**src/hw/rtl/phad_pkg.sv**
```systemverilog
// ----------------------------------------------------------------------------
// Process health anomaly detector package
// Window sizes, field widths, register indexes and reset values shared by
// the interfaces and the modules of the detector.
// ----------------------------------------------------------------------------
package phad_pkg;

  localparam int MEM_WINDOW = 20;
  localparam int CPU_WINDOW = 10;
  localparam int FD_WINDOW  = 60;

  localparam int MEM_DEPTH = MEM_WINDOW - 1;
  localparam int FD_DEPTH  = FD_WINDOW - 1;
  localparam int SEEN_CAP  = (MEM_WINDOW > CPU_WINDOW) ?
                             ((MEM_WINDOW > FD_WINDOW) ? MEM_WINDOW : FD_WINDOW) :
                             ((CPU_WINDOW > FD_WINDOW) ? CPU_WINDOW : FD_WINDOW);

  localparam int SEEN_W = $clog2(SEEN_CAP + 1);
  localparam int RISE_W = $clog2(MEM_DEPTH + 1);
  localparam int HIGH_W = $clog2(CPU_WINDOW + 1);

  localparam int RESIDENT_W   = 32;
  localparam int CPU_W        = 16;
  localparam int DESC_W       = 20;
  localparam int CLOSE_WAIT_W = 16;

  localparam int MEM_LIMIT_W = 20;
  localparam int CPU_LIMIT_W = 16;
  localparam int FD_LIMIT_W  = 16;
  localparam int CW_LIMIT_W  = 16;

  localparam int CFG_INDEX_W = 2;
  localparam int CFG_DATA_W  = 20;

  localparam logic [MEM_LIMIT_W-1:0] MEM_LIMIT_RESET = MEM_LIMIT_W'(5120);
  localparam logic [CPU_LIMIT_W-1:0] CPU_LIMIT_RESET = CPU_LIMIT_W'(900);
  localparam logic [FD_LIMIT_W-1:0]  FD_LIMIT_RESET  = FD_LIMIT_W'(50);
  localparam logic [CW_LIMIT_W-1:0]  CW_LIMIT_RESET  = CW_LIMIT_W'(10);

  typedef enum logic [CFG_INDEX_W-1:0] {
    REG_MEM_GROWTH_LIMIT = 2'd0,
    REG_CPU_LIMIT        = 2'd1,
    REG_FD_GROWTH_LIMIT  = 2'd2,
    REG_CLOSE_WAIT_LIMIT = 2'd3
  } cfg_reg_t;

endpackage

```
**src/hw/rtl/phad_interfaces.sv**
```systemverilog
// ----------------------------------------------------------------------------
// Process health anomaly detector channels
// Snapshot, findings and configuration write channels with valid/ready.
// ----------------------------------------------------------------------------
interface phad_snapshot_if import phad_pkg::*; ();
  logic                    valid;
  logic                    ready;
  logic                    alive;
  logic [RESIDENT_W-1:0]   resident_kb;
  logic [CPU_W-1:0]        cpu_tenths;
  logic [DESC_W-1:0]       open_descriptors;
  logic [CLOSE_WAIT_W-1:0] close_wait_sockets;

  modport source (output valid, alive, resident_kb, cpu_tenths, open_descriptors,
                  close_wait_sockets, input ready);
  modport sink (input valid, alive, resident_kb, cpu_tenths, open_descriptors,
                close_wait_sockets, output ready);
endinterface

interface phad_findings_if;
  logic valid;
  logic ready;
  logic crash_found;
  logic memory_leak_found;
  logic cpu_spike_found;
  logic descriptor_leak_found;
  logic socket_leak_found;

  modport source (output valid, crash_found, memory_leak_found, cpu_spike_found,
                  descriptor_leak_found, socket_leak_found, input ready);
  modport sink (input valid, crash_found, memory_leak_found, cpu_spike_found,
                descriptor_leak_found, socket_leak_found, output ready);
endinterface

interface phad_cfg_if import phad_pkg::*; ();
  logic                   valid;
  logic                   ready;
  logic [CFG_INDEX_W-1:0] index;
  logic [CFG_DATA_W-1:0]  data;

  modport source (output valid, index, data, input ready);
  modport sink (input valid, index, data, output ready);
endinterface

```
**src/hw/rtl/phad_mem_cell.sv**
```systemverilog
// ----------------------------------------------------------------------------
// Memory history cell
// One stage of the resident memory delay line; takes its neighbour's word
// on every accepted snapshot.
// ----------------------------------------------------------------------------
module phad_mem_cell import phad_pkg::*; (
  input  logic                  clk,
  input  logic                  shift,
  input  logic [RESIDENT_W-1:0] d,
  output logic [RESIDENT_W-1:0] q
);

  always_ff @(posedge clk) begin
    if (shift) begin
      q <= d;
    end
  end

endmodule

```
**src/hw/rtl/phad_fd_cell.sv**
```systemverilog
// ----------------------------------------------------------------------------
// Descriptor history cell
// One stage of the open descriptor delay line; takes its neighbour's count
// on every accepted snapshot.
// ----------------------------------------------------------------------------
module phad_fd_cell import phad_pkg::*; (
  input  logic              clk,
  input  logic              shift,
  input  logic [DESC_W-1:0] d,
  output logic [DESC_W-1:0] q
);

  always_ff @(posedge clk) begin
    if (shift) begin
      q <= d;
    end
  end

endmodule

```
**src/hw/rtl/process_health_anomaly_detector_unit.sv**
```systemverilog
// ----------------------------------------------------------------------------
// Process health anomaly detector
// Judges one process health snapshot per transaction and returns five
// finding flags.
// ----------------------------------------------------------------------------
// A snapshot is taken in every cycle in which the findings register is empty
// or being drained, so the block sustains one transaction per clock; the
// findings of a snapshot show in the cycle after it is taken. The history of
// resident sizes and descriptor counts lives in two chains of delay cells
// that advance once per snapshot, and the run counters update in the same
// cycle. No finding is raised before the second snapshot after reset.
module process_health_anomaly_detector_unit import phad_pkg::*; (
  input  logic            clk,
  input  logic            rst,
  phad_snapshot_if.sink   snapshot,
  phad_findings_if.source findings,
  phad_cfg_if.sink        cfg
);

  logic [MEM_LIMIT_W-1:0] mem_limit;
  logic [CPU_LIMIT_W-1:0] cpu_limit;
  logic [FD_LIMIT_W-1:0]  fd_limit;
  logic [CW_LIMIT_W-1:0]  cw_limit;

  logic [SEEN_W-1:0] samples_seen;
  logic [SEEN_W-1:0] samples_seen_next;
  logic              previous_alive;
  logic [RISE_W-1:0] rise_run;
  logic [RISE_W-1:0] rise_run_next;
  logic [HIGH_W-1:0] high_run;
  logic [HIGH_W-1:0] high_run_next;

  logic [RESIDENT_W-1:0] mem_tap [MEM_DEPTH+1];
  logic [DESC_W-1:0]     fd_tap [FD_DEPTH+1];

  logic                take;
  logic [RESIDENT_W:0] mem_bound;
  logic [DESC_W:0]     fd_bound;
  logic                crash;
  logic                mleak;
  logic                spike;
  logic                fleak;
  logic                sock;

  assign take = snapshot.valid && snapshot.ready;
  assign snapshot.ready = !findings.valid || findings.ready;
  assign cfg.ready = 1'b1;

  always_ff @(posedge clk) begin
    if (rst) begin
      mem_limit <= MEM_LIMIT_RESET;
      cpu_limit <= CPU_LIMIT_RESET;
      fd_limit  <= FD_LIMIT_RESET;
      cw_limit  <= CW_LIMIT_RESET;
    end else if (cfg.valid) begin
      unique case (cfg_reg_t'(cfg.index))
        REG_MEM_GROWTH_LIMIT: mem_limit <= cfg.data[MEM_LIMIT_W-1:0];
        REG_CPU_LIMIT:        cpu_limit <= cfg.data[CPU_LIMIT_W-1:0];
        REG_FD_GROWTH_LIMIT:  fd_limit  <= cfg.data[FD_LIMIT_W-1:0];
        REG_CLOSE_WAIT_LIMIT: cw_limit  <= cfg.data[CW_LIMIT_W-1:0];
        default: ;
      endcase
    end
  end

  assign mem_tap[0] = snapshot.resident_kb;
  assign fd_tap[0]  = snapshot.open_descriptors;

  for (genvar i = 0; i < MEM_DEPTH; i++) begin : g_mem
    phad_mem_cell u_cell (
      .clk   (clk),
      .shift (take),
      .d     (mem_tap[i]),
      .q     (mem_tap[i+1])
    );
  end

  for (genvar i = 0; i < FD_DEPTH; i++) begin : g_fd
    phad_fd_cell u_cell (
      .clk   (clk),
      .shift (take),
      .d     (fd_tap[i]),
      .q     (fd_tap[i+1])
    );
  end

  always_comb begin
    samples_seen_next = (samples_seen < SEEN_W'(SEEN_CAP)) ?
                        samples_seen + SEEN_W'(1) : samples_seen;

    if (samples_seen != '0 && snapshot.resident_kb >= mem_tap[1]) begin
      rise_run_next = (rise_run < RISE_W'(MEM_DEPTH)) ? rise_run + RISE_W'(1) : rise_run;
    end else begin
      rise_run_next = '0;
    end

    if (snapshot.cpu_tenths > cpu_limit) begin
      high_run_next = (high_run < HIGH_W'(CPU_WINDOW)) ? high_run + HIGH_W'(1) : high_run;
    end else begin
      high_run_next = '0;
    end

    mem_bound = {1'b0, mem_tap[MEM_DEPTH]} + (RESIDENT_W+1)'(mem_limit);
    fd_bound  = {1'b0, fd_tap[FD_DEPTH]} + (DESC_W+1)'(fd_limit);

    crash = 1'b0;
    mleak = 1'b0;
    spike = 1'b0;
    fleak = 1'b0;
    sock  = 1'b0;
    if (samples_seen_next >= SEEN_W'(2)) begin
      crash = previous_alive && !snapshot.alive;
      mleak = (samples_seen_next >= SEEN_W'(MEM_WINDOW)) &&
              (rise_run_next >= RISE_W'(MEM_DEPTH)) &&
              ({1'b0, snapshot.resident_kb} > mem_bound);
      spike = (samples_seen_next >= SEEN_W'(CPU_WINDOW)) &&
              (high_run_next >= HIGH_W'(CPU_WINDOW));
      fleak = (samples_seen_next >= SEEN_W'(FD_WINDOW)) &&
              ({1'b0, snapshot.open_descriptors} > fd_bound);
      sock  = snapshot.close_wait_sockets > cw_limit;
    end
  end

  always_ff @(posedge clk) begin
    if (rst) begin
      samples_seen   <= '0;
      previous_alive <= 1'b0;
      rise_run       <= '0;
      high_run       <= '0;
      findings.valid <= 1'b0;
    end else begin
      if (take) begin
        samples_seen   <= samples_seen_next;
        previous_alive <= snapshot.alive;
        rise_run       <= rise_run_next;
        high_run       <= high_run_next;
        findings.valid <= 1'b1;
      end else if (findings.ready) begin
        findings.valid <= 1'b0;
      end
    end
  end

  always_ff @(posedge clk) begin
    if (take) begin
      findings.crash_found           <= crash;
      findings.memory_leak_found     <= mleak;
      findings.cpu_spike_found       <= spike;
      findings.descriptor_leak_found <= fleak;
      findings.socket_leak_found     <= sock;
    end
  end

endmodule
```
**src/flat_wrapper.sv**
```systemverilog
// flat-port wrapper written by rule: the top's interface ports become plain ports
module process_health_anomaly_detector_unit_flat import phad_pkg::*;
  (clk, rst, snapshot_valid, snapshot_alive, snapshot_resident_kb, snapshot_cpu_tenths, snapshot_open_descriptors, snapshot_close_wait_sockets, snapshot_ready, findings_valid, findings_crash_found, findings_memory_leak_found, findings_cpu_spike_found, findings_descriptor_leak_found, findings_socket_leak_found, findings_ready, cfg_valid, cfg_index, cfg_data, cfg_ready);
  phad_snapshot_if snapshot_i ();
  phad_findings_if findings_i ();
  phad_cfg_if cfg_i ();
  input  logic clk;
  input  logic rst;
  input wire logic [$bits(snapshot_i.valid)-1:0] snapshot_valid;
  input wire logic [$bits(snapshot_i.alive)-1:0] snapshot_alive;
  input wire logic [$bits(snapshot_i.resident_kb)-1:0] snapshot_resident_kb;
  input wire logic [$bits(snapshot_i.cpu_tenths)-1:0] snapshot_cpu_tenths;
  input wire logic [$bits(snapshot_i.open_descriptors)-1:0] snapshot_open_descriptors;
  input wire logic [$bits(snapshot_i.close_wait_sockets)-1:0] snapshot_close_wait_sockets;
  output wire logic [$bits(snapshot_i.ready)-1:0] snapshot_ready;
  output wire logic [$bits(findings_i.valid)-1:0] findings_valid;
  output wire logic [$bits(findings_i.crash_found)-1:0] findings_crash_found;
  output wire logic [$bits(findings_i.memory_leak_found)-1:0] findings_memory_leak_found;
  output wire logic [$bits(findings_i.cpu_spike_found)-1:0] findings_cpu_spike_found;
  output wire logic [$bits(findings_i.descriptor_leak_found)-1:0] findings_descriptor_leak_found;
  output wire logic [$bits(findings_i.socket_leak_found)-1:0] findings_socket_leak_found;
  input wire logic [$bits(findings_i.ready)-1:0] findings_ready;
  input wire logic [$bits(cfg_i.valid)-1:0] cfg_valid;
  input wire logic [$bits(cfg_i.index)-1:0] cfg_index;
  input wire logic [$bits(cfg_i.data)-1:0] cfg_data;
  output wire logic [$bits(cfg_i.ready)-1:0] cfg_ready;
  assign snapshot_i.valid = snapshot_valid;
  assign snapshot_i.alive = snapshot_alive;
  assign snapshot_i.resident_kb = snapshot_resident_kb;
  assign snapshot_i.cpu_tenths = snapshot_cpu_tenths;
  assign snapshot_i.open_descriptors = snapshot_open_descriptors;
  assign snapshot_i.close_wait_sockets = snapshot_close_wait_sockets;
  assign snapshot_ready = snapshot_i.ready;
  assign findings_valid = findings_i.valid;
  assign findings_crash_found = findings_i.crash_found;
  assign findings_memory_leak_found = findings_i.memory_leak_found;
  assign findings_cpu_spike_found = findings_i.cpu_spike_found;
  assign findings_descriptor_leak_found = findings_i.descriptor_leak_found;
  assign findings_socket_leak_found = findings_i.socket_leak_found;
  assign findings_i.ready = findings_ready;
  assign cfg_i.valid = cfg_valid;
  assign cfg_i.index = cfg_index;
  assign cfg_i.data = cfg_data;
  assign cfg_ready = cfg_i.ready;
  process_health_anomaly_detector_unit u_core (.clk(clk), .rst(rst), .snapshot(snapshot_i), .findings(findings_i), .cfg(cfg_i));
endmodule
```
**config.mk**
```make
export PLATFORM = sky130hd
export DESIGN_NAME = process_health_anomaly_detector_unit_flat
export DESIGN_NICKNAME = d
export VERILOG_FILES = /design/src/hw/rtl/phad_pkg.sv /design/src/hw/rtl/phad_interfaces.sv /design/src/hw/rtl/phad_mem_cell.sv /design/src/hw/rtl/phad_fd_cell.sv /design/src/hw/rtl/process_health_anomaly_detector_unit.sv /design/src/flat_wrapper.sv
export SDC_FILE = /design/constraint.sdc
export NUM_CORES = 1
export LEC_CHECK = 0
export BUFFER_PORTS_ARGS = -buffer_cell sky130_fd_sc_hd__buf_2
export CAP_MARGIN = 40
export CELL_PAD_IN_SITES_DETAIL_PLACEMENT = 1
export CELL_PAD_IN_SITES_GLOBAL_PLACEMENT = 2
export CORE_ASPECT_RATIO = 0.9
export CORE_MARGIN = 4
export CORE_UTILIZATION = 49
export DETAILED_ROUTE_END_ITERATION = 16
export GPL_ROUTABILITY_DRIVEN = 0
export PLACE_DENSITY_LB_ADDON = 0.25
export RECOVER_POWER = 25
export SYNTH_ARGS = -nofsm -noshare
export SYNTH_HDL_FRONTEND = slang
export SYNTH_SLANG_ARGS = --single-unit
```
**constraint.sdc**
```tcl
create_clock -name clk -period 77.5 [get_ports clk]
set_clock_uncertainty 0.15 [all_clocks]
set_input_delay 7.75 -clock clk [delete_from_list [all_inputs] [get_ports clk]]
set_output_delay 7.75 -clock clk [all_outputs]
set_load 0.01 [all_outputs]
```
==> metrics <==
initial drt markers ~2400; gate count after technology mapping ~2900; core area approximately 0.13 mm2; fill count ~11000; Clock Path Buffers 3; detail-routed via count per cell between 5 and 6; Min Clock Period, post-route 16070 ps; final hold vios 0; CTS tree done; Final Cycle Share roughly a fifth; PwrDens approximately 30 mW/mm2; most frequent CP cell buf_2; Max transition margin 23.75%; Die Ht between 300 and 400 um; final cell count without fillers 5034; Clock transition at path regs about 60 ps; Total GRT Usage between 10% and 20%; Resize count post-CTS 0; Top FF cell, synth edfxtp_1; clk sinks about 1900; htree depth 4; Critical Path Sink Type output pin; cts hold-fix bufs 0; gr ovfl total 0; Port Buf Inserts 118; postcts setup bufs 0; VDD IR max 23.68 uV; Max-Cap Viols 0; worst setup margin 61430 ps; Slew @ Worst Pin about 1100 ps; DIE WIDTH between 300 and 400 um; FFs w/ async S/R, synth 0%; cell accounting for the most synthesized area edfxtp_1; layout cells sized above 1 between 10% and 20%; row cnt 123; Placed Instances 4691; Initial Util 49.52%; CTS buffer count around 180; Worst Hold Class register to register; critical path type primary input to output pin; pre-CTS WS between 60000 and 70000 ps; Final Cell Area about 0.071 mm2; Synth Area per Inst ~22 um2; initial antenna violation count 19; f_max around 0.062 GHz; Max FO, Critical Path 3; slowest CP cell nand2b_1; post-synthesis cell area 0.06219 mm2; YS warnings 0; Top-Level Pins 120; TNS Setup 0 ps; DRC 0; final antenna-violating net count 0; Distinct cells, synth a little over 70; critical path's top delay family buffers and inverters; Yosys top cell area share ~87%; setup violators final 0; Nets between 3000 and 4000; Required @ worst endpoint about 70000 ps; HPWL after DPL between 60 and 70 mm; CP startpoint kind primary input; Placed Area approximately 0.065 mm2; Synth Register Bits approximately 1900; status finished clean; global-route wire length before repair 160.9 mm; final-report max-slew violation count 0; Seq/Total Area, Yosys between 80% and 90%; Avg WL per Cell 21.06 um; DIE AREA around 0.13 mm2; P_leak ~25 nW; crit-path cells buf_2, nand2b_1, buf_2; largest net degree at the start of global routing just over 200; crit-path max cell delay 160 ps; CP Buf/Inv Count 2; main area contributors after synthesis edfxtp_1 87%, ha_1 3.1%, dfxtp_1 2.7%, a21oi_1 1.1%, nand2_1 1.1%; later-pin clock latency in the skew report just under 800 ps; Worst Path Arrival just over 8000 ps; setup repair after global routing missed its margin false; vias in the first global route between 20000 and 30000; Root Driver clkbuf_16; Detailed Route WL roughly 110 mm; Post-synth EDFFs about 1800; Post-Syn Nets ~3200; DR vias roughly 26000; Area growth, synth to finish 14.41%; TritonRoute pass-1 iters 5
## sequential cells by signal, summed over array words and instances (netlist names), 4 cells and up
register               count
u_core.cw_limit           16
u_core.g_fd.u_cell.q    1180
u_core.fd_limit           16
u_core.cpu_limit          16
u_core.g_mem.u_cell.q    608
u_core.mem_limit          20
u_core.samples_seen        6
u_core.high_run            4
u_core.rise_run            5
## metal layers
layer,vias to the layer above,global-route usage (%),routed length (um)
li1,11900,-,-
met1,13390,24.38,51700
met5,-,0,55
met2,524,23.03,46350
met4,8,4.548,2018
met3,168,3.855,5900
## synthesized netlist by cell type, types with 9 or more instances
cell type,instances
nand4_1,23
a211o_1,9
nand3_1,17
clkbuf_1,31
nor3_1,19
xnor2_1,18
o21a_1,13
xor2_1,26
edfxtp_1,1793
nor2_1,58
inv_1,83
nand2b_1,14
a21o_1,25
ha_1,156
o21ai_0,45
a21oi_1,136
a211oi_1,10
nor2b_1,13
nand2_1,176
dfxtp_1,85
## final timing paths
kind | startpoint | to | slack (ps) | cells past startpoint
worst max-delay path | findings_ready | snapshot_ready | 61430 | 3
worst max register to register | u_core.findings.valid | u_core.g_fd[8].u_cell.q[7] | 72320 | 10
worst min register to register | u_core.g_mem[6].u_cell.q[19] | u_core.g_mem[7].u_cell.q[19] | 250 | 0
worst min-delay path | u_core.g_mem[6].u_cell.q[19] | u_core.g_mem[7].u_cell.q[19] | 250 | 0
## stage by stage
stage               utilization, %  total power [W]  hold WS [ps]
finish                       56.66         0.002125         246.7
global route                 56.64         0.002217         240.4
CTS                          56.57         0.002157         243.5
detailed placement           51.96         0.001300         255.1
global placement             51.71         0.001291         250.5
floorplan                        -         0.001387         250.3
## final cells by class
| cell class | instances | area [um2] | share of cell area (%) |
|---|---|---|---|
| clock buffer | 223 | 4672 | 6.566 |
| clock inverter | 108 | 1126 | 1.583 |
| tap | 1687 | 2111 | 2.967 |
| antenna | 9 | 22.52 | 0.03165 |
| inverter | 84 | 322.8 | 0.4537 |
| multi-input combinational | 892 | 6198 | 8.712 |
| timing repair buffer | 153 | 1154 | 1.621 |
| sequential | 1878 | 55540 | 78.07 |
## cell families (layout without fill, tap and decap cells)
group,count (synthesis),count (layout),share of synthesized area (%)
flip-flops,1878,1878,89.31
AND/OR/NAND/NOR,372,372,2.817
AO/OA/AOI/OAI,315,315,3.281
adder cells (fa/ha/maj),158,158,3.203
buffers and inverters,120,568,0.7303
XOR/XNOR,44,44,0.6197
multiplexers,2,2,0.03219
other,1,10,0.006030
## report_power, final
| group | total [W] | internal [W] | switching [W] |
|---|---|---|---|
| combinational | 0.0000729 | 0.0000211 | 0.0000518 |
| clock | 0.000846 | 0.000477 | 0.000369 |
| sequential | 0.00121 | 0.00119 | 0.0000205 |
## cell usage in the layout, fill, tap and decap left out, types with 14 or more instances in the layout
master	netlist	layout
edfxtp_1	1793	1793
ha_1	156	156
a21oi_1	136	136
buf_2	0	117
nand3_1	17	17
nor3_1	19	19
clkinv_2	0	30
nor2_1	58	58
clkinv_1	1	35
dfxtp_1	85	85
clkbuf_1	31	39
buf_4	1	19
inv_1	83	83
xor2_1	26	26
a21o_1	25	25
nand2_1	176	176
o21ai_0	45	45
nand4_1	23	23
nand2b_1	14	14
xnor2_1	18	18
clkbuf_16	0	177
(Power assumes the default switching activity.)
